### config.mk
export PLATFORM = sky130hd
export DESIGN_NAME = heartbeat_timeout_table_core
export DESIGN_NICKNAME = d
export VERILOG_FILES = /design/src/rtl/core/hbtt_pkg.sv /design/src/rtl/core/heartbeat_timeout_table_core.sv
export SDC_FILE = /design/constraint.sdc
export NUM_CORES = 2
export LEC_CHECK = 0
export BUFFER_PORTS_ARGS = -buffer_cell sky130_fd_sc_hd__buf_4
export CAP_MARGIN = 20
export CORE_UTILIZATION = 55
export DETAILED_ROUTE_END_ITERATION = 12
export PLACE_DENSITY = 0.73
export SLEW_MARGIN = 20
export SYNTH_ARGS = -nofsm -noshare
export SYNTH_HDL_FRONTEND = slang
export SYNTH_SLANG_ARGS = --single-unit
### constraint.sdc
create_clock -name i_clk -period 9.2 [get_ports i_clk]
set_input_delay 0.92 -clock i_clk [delete_from_list [all_inputs] [get_ports i_clk]]
set_output_delay 0.92 -clock i_clk [all_outputs]
set_load 0.01 [all_outputs]
### src/rtl/core/hbtt_pkg.sv
// ----------------------------------------------------------------------------
// hbtt_pkg
// shared widths, request and event codes for the heartbeat timeout table
// ----------------------------------------------------------------------------
`default_nettype none

package hbtt_pkg;

    localparam int ID_W   = 6;
    localparam int TMO_W  = 32;
    localparam int CNT_W  = 32;

    // packed stream widths, rounded up to whole bytes
    localparam int S_TDATA_W = 40;
    localparam int M_TDATA_W = 40;

    localparam logic [CNT_W-1:0] CNT_MAX = '1;

    // request kinds on the slave side
    localparam logic REQ_CHECKIN = 1'b0;
    localparam logic REQ_TICK    = 1'b1;

    // event kinds on the master side
    localparam logic EVT_REPLY  = 1'b0;
    localparam logic EVT_EXPIRY = 1'b1;

    typedef logic [ID_W-1:0]  t_id;
    typedef logic [TMO_W-1:0] t_tmo;
    typedef logic [CNT_W-1:0] t_cnt;

endpackage

`default_nettype wire

### src/rtl/core/heartbeat_timeout_table_core.sv
// ----------------------------------------------------------------------------
// heartbeat_timeout_table_core
// per-client liveness table with check-in replies and tick-driven expiry
// ----------------------------------------------------------------------------
//
//  channel   dir  tdata (low bit up)                        tuser        tlast
//  s_axis    in   client_id[5:0] timeout_s[37:6]            req_type     -
//  m_axis    out  client_ref[5:0] checkin_count[37:6]       event_kind   last
//                 is_new[38]
//
//  a check-in is accepted, then its entry is read-modify-written and the
//  reply is sent; a zero timeout adds a state for the expiry transfer
//  a tick walks every entry, one per cycle while the walk is not stalled,
//  through the registered read port of the count and remaining-time memories;
//  a stalled master side holds the walk at the next expiry to be reported
//  reset clears the live bits in flip-flops; the memories need no clearing
//  pass since an entry's read data is only used while its live bit is set
// ----------------------------------------------------------------------------
`default_nettype none

module heartbeat_timeout_table_core #(
    parameter int CLIENTS = 64
) (
    input  wire logic                              i_clk,
    input  wire logic                              i_rst_n,

    input  wire logic                              i_s_axis_tvalid,
    output logic                                   o_s_axis_tready,
    // client_id[5:0], timeout_s[37:6], zero fill
    input  wire logic [hbtt_pkg::S_TDATA_W-1:0]    i_s_axis_tdata,
    // req_type
    input  wire logic                              i_s_axis_tuser,

    output logic                                   o_m_axis_tvalid,
    input  wire logic                              i_m_axis_tready,
    // client_ref[5:0], checkin_count[37:6], is_new[38], zero fill
    output logic [hbtt_pkg::M_TDATA_W-1:0]         o_m_axis_tdata,
    // event_kind
    output logic                                   o_m_axis_tuser,
    output logic                                   o_m_axis_tlast
);

    // index width into the table
    localparam int IW = (CLIENTS > 1) ? $clog2(CLIENTS) : 1;

    // sequencer states
    localparam logic [2:0] ST_IDLE    = 3'd0;
    localparam logic [2:0] ST_CHK_MOD = 3'd1;
    localparam logic [2:0] ST_CHK_EXP = 3'd2;
    localparam logic [2:0] ST_TK_MOD  = 3'd3;
    localparam logic [2:0] ST_TK_END  = 3'd4;

    // ---------------------------------------------------------------- state
    logic [2:0]          r_state, n_state;
    logic [CLIENTS-1:0]  r_live, n_live;
    hbtt_pkg::t_id       r_id, n_id;
    hbtt_pkg::t_tmo      r_tmo, n_tmo;
    logic                r_oor, n_oor;
    logic [IW-1:0]       r_idx, n_idx;
    logic                r_pend_v, n_pend_v;
    logic [IW-1:0]       r_pend_idx, n_pend_idx;

    // output register
    logic                r_m_valid, n_m_valid;
    logic                r_m_kind, n_m_kind;
    hbtt_pkg::t_id       r_m_ref, n_m_ref;
    hbtt_pkg::t_cnt      r_m_cnt, n_m_cnt;
    logic                r_m_new, n_m_new;
    logic                r_m_last, n_m_last;

    // memories: check-in count and remaining seconds, registered read
    hbtt_pkg::t_cnt      mem_hits [CLIENTS];
    hbtt_pkg::t_tmo      mem_rem  [CLIENTS];
    hbtt_pkg::t_cnt      r_rd_hits;
    hbtt_pkg::t_tmo      r_rd_rem;

    logic                rd_en;
    logic [IW-1:0]       rd_addr;
    logic                hits_we;
    hbtt_pkg::t_cnt      hits_wdata;
    logic                rem_we;
    logic [IW-1:0]       wr_addr;
    hbtt_pkg::t_tmo      rem_wdata;

    // ---------------------------------------------------------------- helpers
    logic                s_acc;
    logic                out_free;
    logic [IW-1:0]       id_idx;
    logic                id_oor;
    logic                cur_live;
    hbtt_pkg::t_cnt      cnt_base;
    hbtt_pkg::t_cnt      cnt_next;
    logic                tk_live;
    logic                tk_expire;
    logic                tk_stall;

    assign o_s_axis_tready = (r_state == ST_IDLE);
    assign s_acc           = i_s_axis_tvalid && o_s_axis_tready;
    // output register may take a new result this cycle
    assign out_free        = !r_m_valid || i_m_axis_tready;

    assign id_idx   = r_id[IW-1:0];
    assign id_oor   = ({1'b0, i_s_axis_tdata[hbtt_pkg::ID_W-1:0]}
                       >= (hbtt_pkg::ID_W+1)'(CLIENTS));
    assign cur_live = r_live[id_idx];
    assign cnt_base = cur_live ? r_rd_hits : '0;
    assign cnt_next = (cnt_base == hbtt_pkg::CNT_MAX) ? cnt_base
                                                       : cnt_base + 1'b1;

    // tick walk: the entry at r_idx has its remaining time in r_rd_rem
    assign tk_live   = r_live[r_idx];
    assign tk_expire = tk_live && (r_rd_rem <= hbtt_pkg::t_tmo'(1));
    // an earlier expiry must leave before the new one takes its place
    assign tk_stall  = tk_expire && r_pend_v && !out_free;

    always_comb begin
        n_state    = r_state;
        n_live     = r_live;
        n_id       = r_id;
        n_tmo      = r_tmo;
        n_oor      = r_oor;
        n_idx      = r_idx;
        n_pend_v   = r_pend_v;
        n_pend_idx = r_pend_idx;

        n_m_valid  = r_m_valid && !i_m_axis_tready;
        n_m_kind   = r_m_kind;
        n_m_ref    = r_m_ref;
        n_m_cnt    = r_m_cnt;
        n_m_new    = r_m_new;
        n_m_last   = r_m_last;

        rd_en      = 1'b0;
        rd_addr    = '0;
        hits_we    = 1'b0;
        hits_wdata = cnt_next;
        rem_we     = 1'b0;
        wr_addr    = id_idx;
        rem_wdata  = r_tmo;

        case (r_state)
            ST_IDLE: begin
                if (s_acc) begin
                    if (i_s_axis_tuser == hbtt_pkg::REQ_TICK) begin
                        // start the walk at entry zero
                        rd_en    = 1'b1;
                        rd_addr  = '0;
                        n_idx    = '0;
                        n_pend_v = 1'b0;
                        n_state  = ST_TK_MOD;
                    end else begin
                        n_id    = i_s_axis_tdata[hbtt_pkg::ID_W-1:0];
                        n_tmo   = i_s_axis_tdata[hbtt_pkg::ID_W +: hbtt_pkg::TMO_W];
                        n_oor   = id_oor;
                        rd_en   = 1'b1;
                        rd_addr = i_s_axis_tdata[IW-1:0];
                        n_state = ST_CHK_MOD;
                    end
                end
            end

            ST_CHK_MOD: begin
                if (out_free) begin
                    n_m_valid = 1'b1;
                    n_m_kind  = hbtt_pkg::EVT_REPLY;
                    n_m_ref   = r_id;
                    if (r_oor) begin
                        // unknown client: table untouched, empty reply
                        n_m_cnt  = '0;
                        n_m_new  = 1'b0;
                        n_m_last = 1'b1;
                        n_state  = ST_IDLE;
                    end else begin
                        hits_we          = 1'b1;
                        rem_we           = 1'b1;
                        n_m_cnt          = cnt_next;
                        n_m_new          = !cur_live;
                        n_live[id_idx]   = (r_tmo != '0);
                        if (r_tmo == '0) begin
                            // zero timeout expires the client at once
                            n_m_last = 1'b0;
                            n_state  = ST_CHK_EXP;
                        end else begin
                            n_m_last = 1'b1;
                            n_state  = ST_IDLE;
                        end
                    end
                end
            end

            ST_CHK_EXP: begin
                if (out_free) begin
                    n_m_valid = 1'b1;
                    n_m_kind  = hbtt_pkg::EVT_EXPIRY;
                    n_m_ref   = r_id;
                    n_m_cnt   = '0;
                    n_m_new   = 1'b0;
                    n_m_last  = 1'b1;
                    n_state   = ST_IDLE;
                end
            end

            ST_TK_MOD: begin
                if (!tk_stall) begin
                    wr_addr = r_idx;
                    if (tk_expire) begin
                        n_live[r_idx] = 1'b0;
                        if (r_pend_v) begin
                            // a later expiry exists, so this one is not last
                            n_m_valid = 1'b1;
                            n_m_kind  = hbtt_pkg::EVT_EXPIRY;
                            n_m_ref   = hbtt_pkg::ID_W'(r_pend_idx);
                            n_m_cnt   = '0;
                            n_m_new   = 1'b0;
                            n_m_last  = 1'b0;
                        end
                        n_pend_v   = 1'b1;
                        n_pend_idx = r_idx;
                    end else if (tk_live) begin
                        rem_we    = 1'b1;
                        rem_wdata = r_rd_rem - 1'b1;
                    end
                    if (r_idx == IW'(CLIENTS - 1)) begin
                        n_state = ST_TK_END;
                    end else begin
                        rd_en   = 1'b1;
                        rd_addr = r_idx + 1'b1;
                        n_idx   = r_idx + 1'b1;
                    end
                end
            end

            ST_TK_END: begin
                if (!r_pend_v) begin
                    n_state = ST_IDLE;
                end else if (out_free) begin
                    n_m_valid = 1'b1;
                    n_m_kind  = hbtt_pkg::EVT_EXPIRY;
                    n_m_ref   = hbtt_pkg::ID_W'(r_pend_idx);
                    n_m_cnt   = '0;
                    n_m_new   = 1'b0;
                    n_m_last  = 1'b1;
                    n_pend_v  = 1'b0;
                    n_state   = ST_IDLE;
                end
            end

            default: begin
                n_state = ST_IDLE;
            end
        endcase
    end

    // control registers
    always_ff @(posedge i_clk) begin
        if (!i_rst_n) begin
            r_state   <= ST_IDLE;
            r_live    <= '0;
            r_pend_v  <= 1'b0;
            r_m_valid <= 1'b0;
            r_idx     <= '0;
        end else begin
            r_state   <= n_state;
            r_live    <= n_live;
            r_pend_v  <= n_pend_v;
            r_m_valid <= n_m_valid;
            r_idx     <= n_idx;
        end
    end

    // payload registers
    always_ff @(posedge i_clk) begin
        r_id       <= n_id;
        r_tmo      <= n_tmo;
        r_oor      <= n_oor;
        r_pend_idx <= n_pend_idx;
        r_m_kind   <= n_m_kind;
        r_m_ref    <= n_m_ref;
        r_m_cnt    <= n_m_cnt;
        r_m_new    <= n_m_new;
        r_m_last   <= n_m_last;
    end

    // table memories; an entry is written only after its own read, and the
    // next item is not taken before that write, so no forwarding is needed
    always_ff @(posedge i_clk) begin
        if (hits_we) begin
            mem_hits[wr_addr] <= hits_wdata;
        end
        if (rem_we) begin
            mem_rem[wr_addr] <= rem_wdata;
        end
        if (rd_en) begin
            r_rd_hits <= mem_hits[rd_addr];
            r_rd_rem  <= mem_rem[rd_addr];
        end
    end

    assign o_m_axis_tvalid = r_m_valid;
    assign o_m_axis_tuser  = r_m_kind;
    assign o_m_axis_tlast  = r_m_last;
    assign o_m_axis_tdata  = {1'b0, r_m_new, r_m_cnt, r_m_ref};

    // ---------------------------------------------------------------- checks
    a_expiry_fields: assert property (@(posedge i_clk) disable iff (!i_rst_n)
        (o_m_axis_tvalid && o_m_axis_tuser == hbtt_pkg::EVT_EXPIRY)
            |-> (r_m_cnt == '0 && !r_m_new))
        else $error("expiry transfer carries a count or new flag");

    a_tick_start: assert property (@(posedge i_clk) disable iff (!i_rst_n)
        (s_acc && i_s_axis_tuser == hbtt_pkg::REQ_TICK)
            |=> (r_state == ST_TK_MOD && r_idx == '0 && !r_pend_v))
        else $error("tick walk did not start at entry zero");

    a_no_pend_idle: assert property (@(posedge i_clk) disable iff (!i_rst_n)
        (r_state == ST_IDLE) |-> !r_pend_v)
        else $error("pending expiry left behind at end of walk");

    a_reply_not_last: assert property (@(posedge i_clk) disable iff (!i_rst_n)
        (o_m_axis_tvalid && o_m_axis_tuser == hbtt_pkg::EVT_REPLY && !o_m_axis_tlast)
            |-> (r_state == ST_CHK_EXP))
        else $error("non-final reply without a following expiry");

    a_zero_tmo_clears: assert property (@(posedge i_clk) disable iff (!i_rst_n)
        (r_state == ST_CHK_EXP) |-> !r_live[id_idx])
        else $error("zero-timeout client still live");

endmodule

`default_nettype wire

==> impl_metrics.toml <==
[synth]
synth-xor-area-share = 0.003149
async_flop_share = 0
synthMuxAreaShare = 0.08623
synthTopCellsByArea = "edfxtp_1 (75%), mux4_2 (6.5%), nand2_1 (3.3%), mux2i_1 (2.0%), a22oi_1 (1.5%)"
synthSimpleGateAreaFrac = 0.07506
ys.warnings.count = 0
yosysTopAreaCell = "edfxtp_1"
seq_area_frac_synth = 0.7601
synth.most_common_cell = "edfxtp_1"
synth_fa_ha_area_frac = 0.0002950
synthDistinctLibCells = 85
synth_top_family_by_area = "multiplexers"
synthCells = 10100
ys_seq_elements = 4320
syn_area_um2 = 169700
syn-num-nets = 10150
synth_edf_count = 4245
synth_top_cells_by_count = "edfxtp_1 (4,245), nand2_1 (1,512), mux4_2 (490), nand3_1 (412), nor2_1 (344)"
yosysTopAreaCellShare = 0.7513
syn_avg_cell_area_um2 = 16.80
synth-compound-area-share = 0.05696
yosys_most_used_dff = "edfxtp_1"

[die]
core_um2 = 306300
die_w_um = 557.4
design.die.area_um2 = 310700
ios = 89
initial_utilization = 0.5539
die_y_um = 557.4
rows = 203

[final_layout]
area_growth_pct = 12.06
drive_above_1_share = 0.1684
fin_util = 0.6208
fill_cells = 20690
layout.nets = 10340
multiInputGateArea_um2 = 39580
seq_area_um2 = 129000

[outcome]
status = "completed"

[routing]
wl_mm = 470.5
post-route-drc-count = 0
ant_nets = 0
wl_per_cell_um = 31.95
first_pass_iters = 8
vias = 99460
drt-initial-drc-count = 14420
viasPerCell = 6.754

[timing]
hold_viol = 0
setup_viol = 0
relSlewSlack = 0.1971
fmax_ghz = 0.1368
drv_slew = 0
timing.setup.tns_ps = 0
tightest_slew_ps = 1200
post-route-period-util = 0.7946
finalCriticalPeriod_ps = 7310
rsz0062_at_grt = "false"
finClkSkew_ps = 46.93

[global_route]
overflow = 0
antenna_found_initial = 22
grt_pass1_wl_mm = 669.7
grtUsageTotal = 0.2988
grt_pass1_vias = 98100
grt_start_max_net_pins = 184

[critical_path]
path_class = "reg -> reg"
rrSetupSlack_ps = 1890
path_cells = "nand2_1 -> a221oi_1 -> nand4_1 -> o211ai_2 -> o21ai_1 -> nand2_4 -> buf_4 -> buf_4 -> buf_4 -> mux2i_1 -> a32oi_1 -> nand4_1 -> nand3_1 -> a211o_1"
cp_data_required_time_ps = 9850
worstSetupStartpointType = "flip-flop"
cp_top_family = "buffers and inverters"
slowest_stage = "buf_4"
reg2reg_to = "r_rd_hits[12]$_DFFE_PP_"
crit_top_cell = "buf_4"
worst-path-buf-inv = 3
critPathArrivalTime_ps = 7960
reg2reg_from = "r_idx[3]$_SDFFE_PN0P_"
path_max_fanout = 76
endpoint = "r_rd_hits[12]$_DFFE_PP_"
crit_cells = 14
worstSetupEndpointType = "flip-flop"
r2r.worst_path.cells = 14
critPathLaunch = "r_idx[3]$_SDFFE_PN0P_"
worst_path_largest_cell_delay_ps = 910

[worst_hold_path]
hold_class = "in -> reg"

[clocking]
insertion_delay_ps = 930
cts_max_path_buffers = 4
cts_hold_buf = 0
cts_setup_buffers = 0
clock-sinks = 4320
cts_resized = 0
clk_pin_slew_worst_paths_ps = 70
root_buffer = "clkbuf_16"
numCtsBuffers = 404
htreeDepth = 5
cts_tree = "done"

[placed_design]
io_buffers = 85
place_congestion = 0.9058
hpwl_mm = 246.8

[job]
maxCapViolCount = 0

[power]
vdd_drop_max_uv = 174.0
power.leakage_nw = 60.42
pwr_density_cell_nw_per_um2 = 216.8
-- cells by family (layout without fill, tap and decap cells) --
| group | after synthesis | after routing |
|---|---|---|
| DFF | 4320 | 4320 |
| and+or+nand+nor | 2829 | 2829 |
| AOI/OAI and AO/OA | 1381 | 1381 |
| muxes | 847 | 847 |
| buffers and inverters | 657 | 1177 |
| xor gates and xnor gates | 61 | 61 |
| adders and majority gates | 4 | 4 |
| other | 1 | 7 |
-- per-stage QoR --
stage / power (mW) / hold WS, ps / std cells / setup slack (ps) / area, um2
6_report: 41.23 / 170.2 / 14730 / 1890 / 190100
5_1_grt: 42.13 / 154.9 / 14720 / 1726 / 190100
4_1_cts: 41.20 / 132.7 / 14710 / 2106 / 190000
2_1_floorplan: 24.10 / 402.9 / 10100 / 2502 / 169700
3_3_place_gp: 25.04 / 479.1 / 13970 / 2263 / 177000
3_5_place_dp: 25.14 / 488.7 / 13980 / 2135 / 177100
-- cells in the final DEF (no fill, tap or decap), types with 75 or more instances in the layout --
cell type	instances
buf_4	393
mux2i_1	331
nand3_1	411
a21oi_1	245
a32oi_1	222
clkbuf_1	83
nor2_1	173
nand4_1	191
clkbuf_16	412
edfxtp_1	4245
dfxtp_1	75
o21ai_0	133
a22oi_1	340
mux4_2	490
clkinv_2	83
a31oi_1	123
nor2_4	170
and3_1	113
clkinv_1	82
nand2_1	1508
-- report_power, final --
| group | leakage, nW | internal (mW) | total (mW) | switching (mW) |
|---|---|---|---|---|
| Clock | 6.27 | 9.27 | 16.4 | 7.13 |
| Combinational | 15.0 | 0.741 | 2.66 | 1.92 |
| Sequential | 39.1 | 22.1 | 22.2 | 0.109 |
-- worst min path at each step --
stage,to,depth (start not counted),start,slack [ps]
after floorplan,r_pend_idx[2]$_DFFE_PP_,0,r_idx[2]$_SDFFE_PN0P_,400
after detailed placement,r_live[38]$_SDFFE_PN0P_,2,r_live[38]$_SDFFE_PN0P_,490
after global placement,r_live[38]$_SDFFE_PN0P_,2,r_live[38]$_SDFFE_PN0P_,480
after global routing,r_tmo[17]$_DFFE_PP_,1,i_s_axis_tdata[23],150
final,r_tmo[12]$_DFFE_PP_,1,i_s_axis_tdata[18],170
after CTS,r_tmo[12]$_DFFE_PP_,1,i_s_axis_tdata[18],130
-- cell type report --
class,count,share of cell area
Antenna cell,6,0.00007896
Clock buffer,495,0.05586
Clock inverter,241,0.01167
Inverter,19,0.0003751
Multi-Input combinational cell,5123,0.2081
Sequential cell,4320,0.6783
Tap cell,4100,0.02698
Timing Repair Buffer,422,0.01861
-- state kept, by name, summed over array words and instances (netlist names) --
| signal | count |
|---|---|
| r_idx | 6 |
| id_idx | 6 |
| r_m_new | 1 |
| r_live | 64 |
| mem_rem | 2048 |
| mem_hits | 2048 |
| o_m_axis_tuser | 1 |
| r_rd_hits | 32 |
| r_m_cnt | 32 |
| r_pend_idx | 6 |
| r_pend_v | 1 |
| o_m_axis_tlast | 1 |
| o_m_axis_tvalid | 1 |
| r_state | 3 |
| r_m_ref | 6 |
| r_rd_rem | 32 |
| r_tmo | 32 |
-- worst reg2reg max path, stage by stage (launching register included) --
cell and delay, ps:
dfxtp_1 880, nand2_1 440, a221oi_1 320, nand4_1 310
o211ai_2 270, o21ai_1 460, nand2_4 650, buf_4 710
buf_4 810, buf_4 980, mux2i_1 350, a32oi_1 80
nand4_1 130, nand3_1 280, a211o_1 370
-- layer usage --
layer	vias to the layer above	track usage	wire length, um
met3	1323	0.07503	64470
met2	7466	0.4682	218000
met5	-	0	89
li1	40480	-	-
met1	50180	0.4055	168100
met4	14	0.1167	19850
Power figures use the tool's default switching activity.
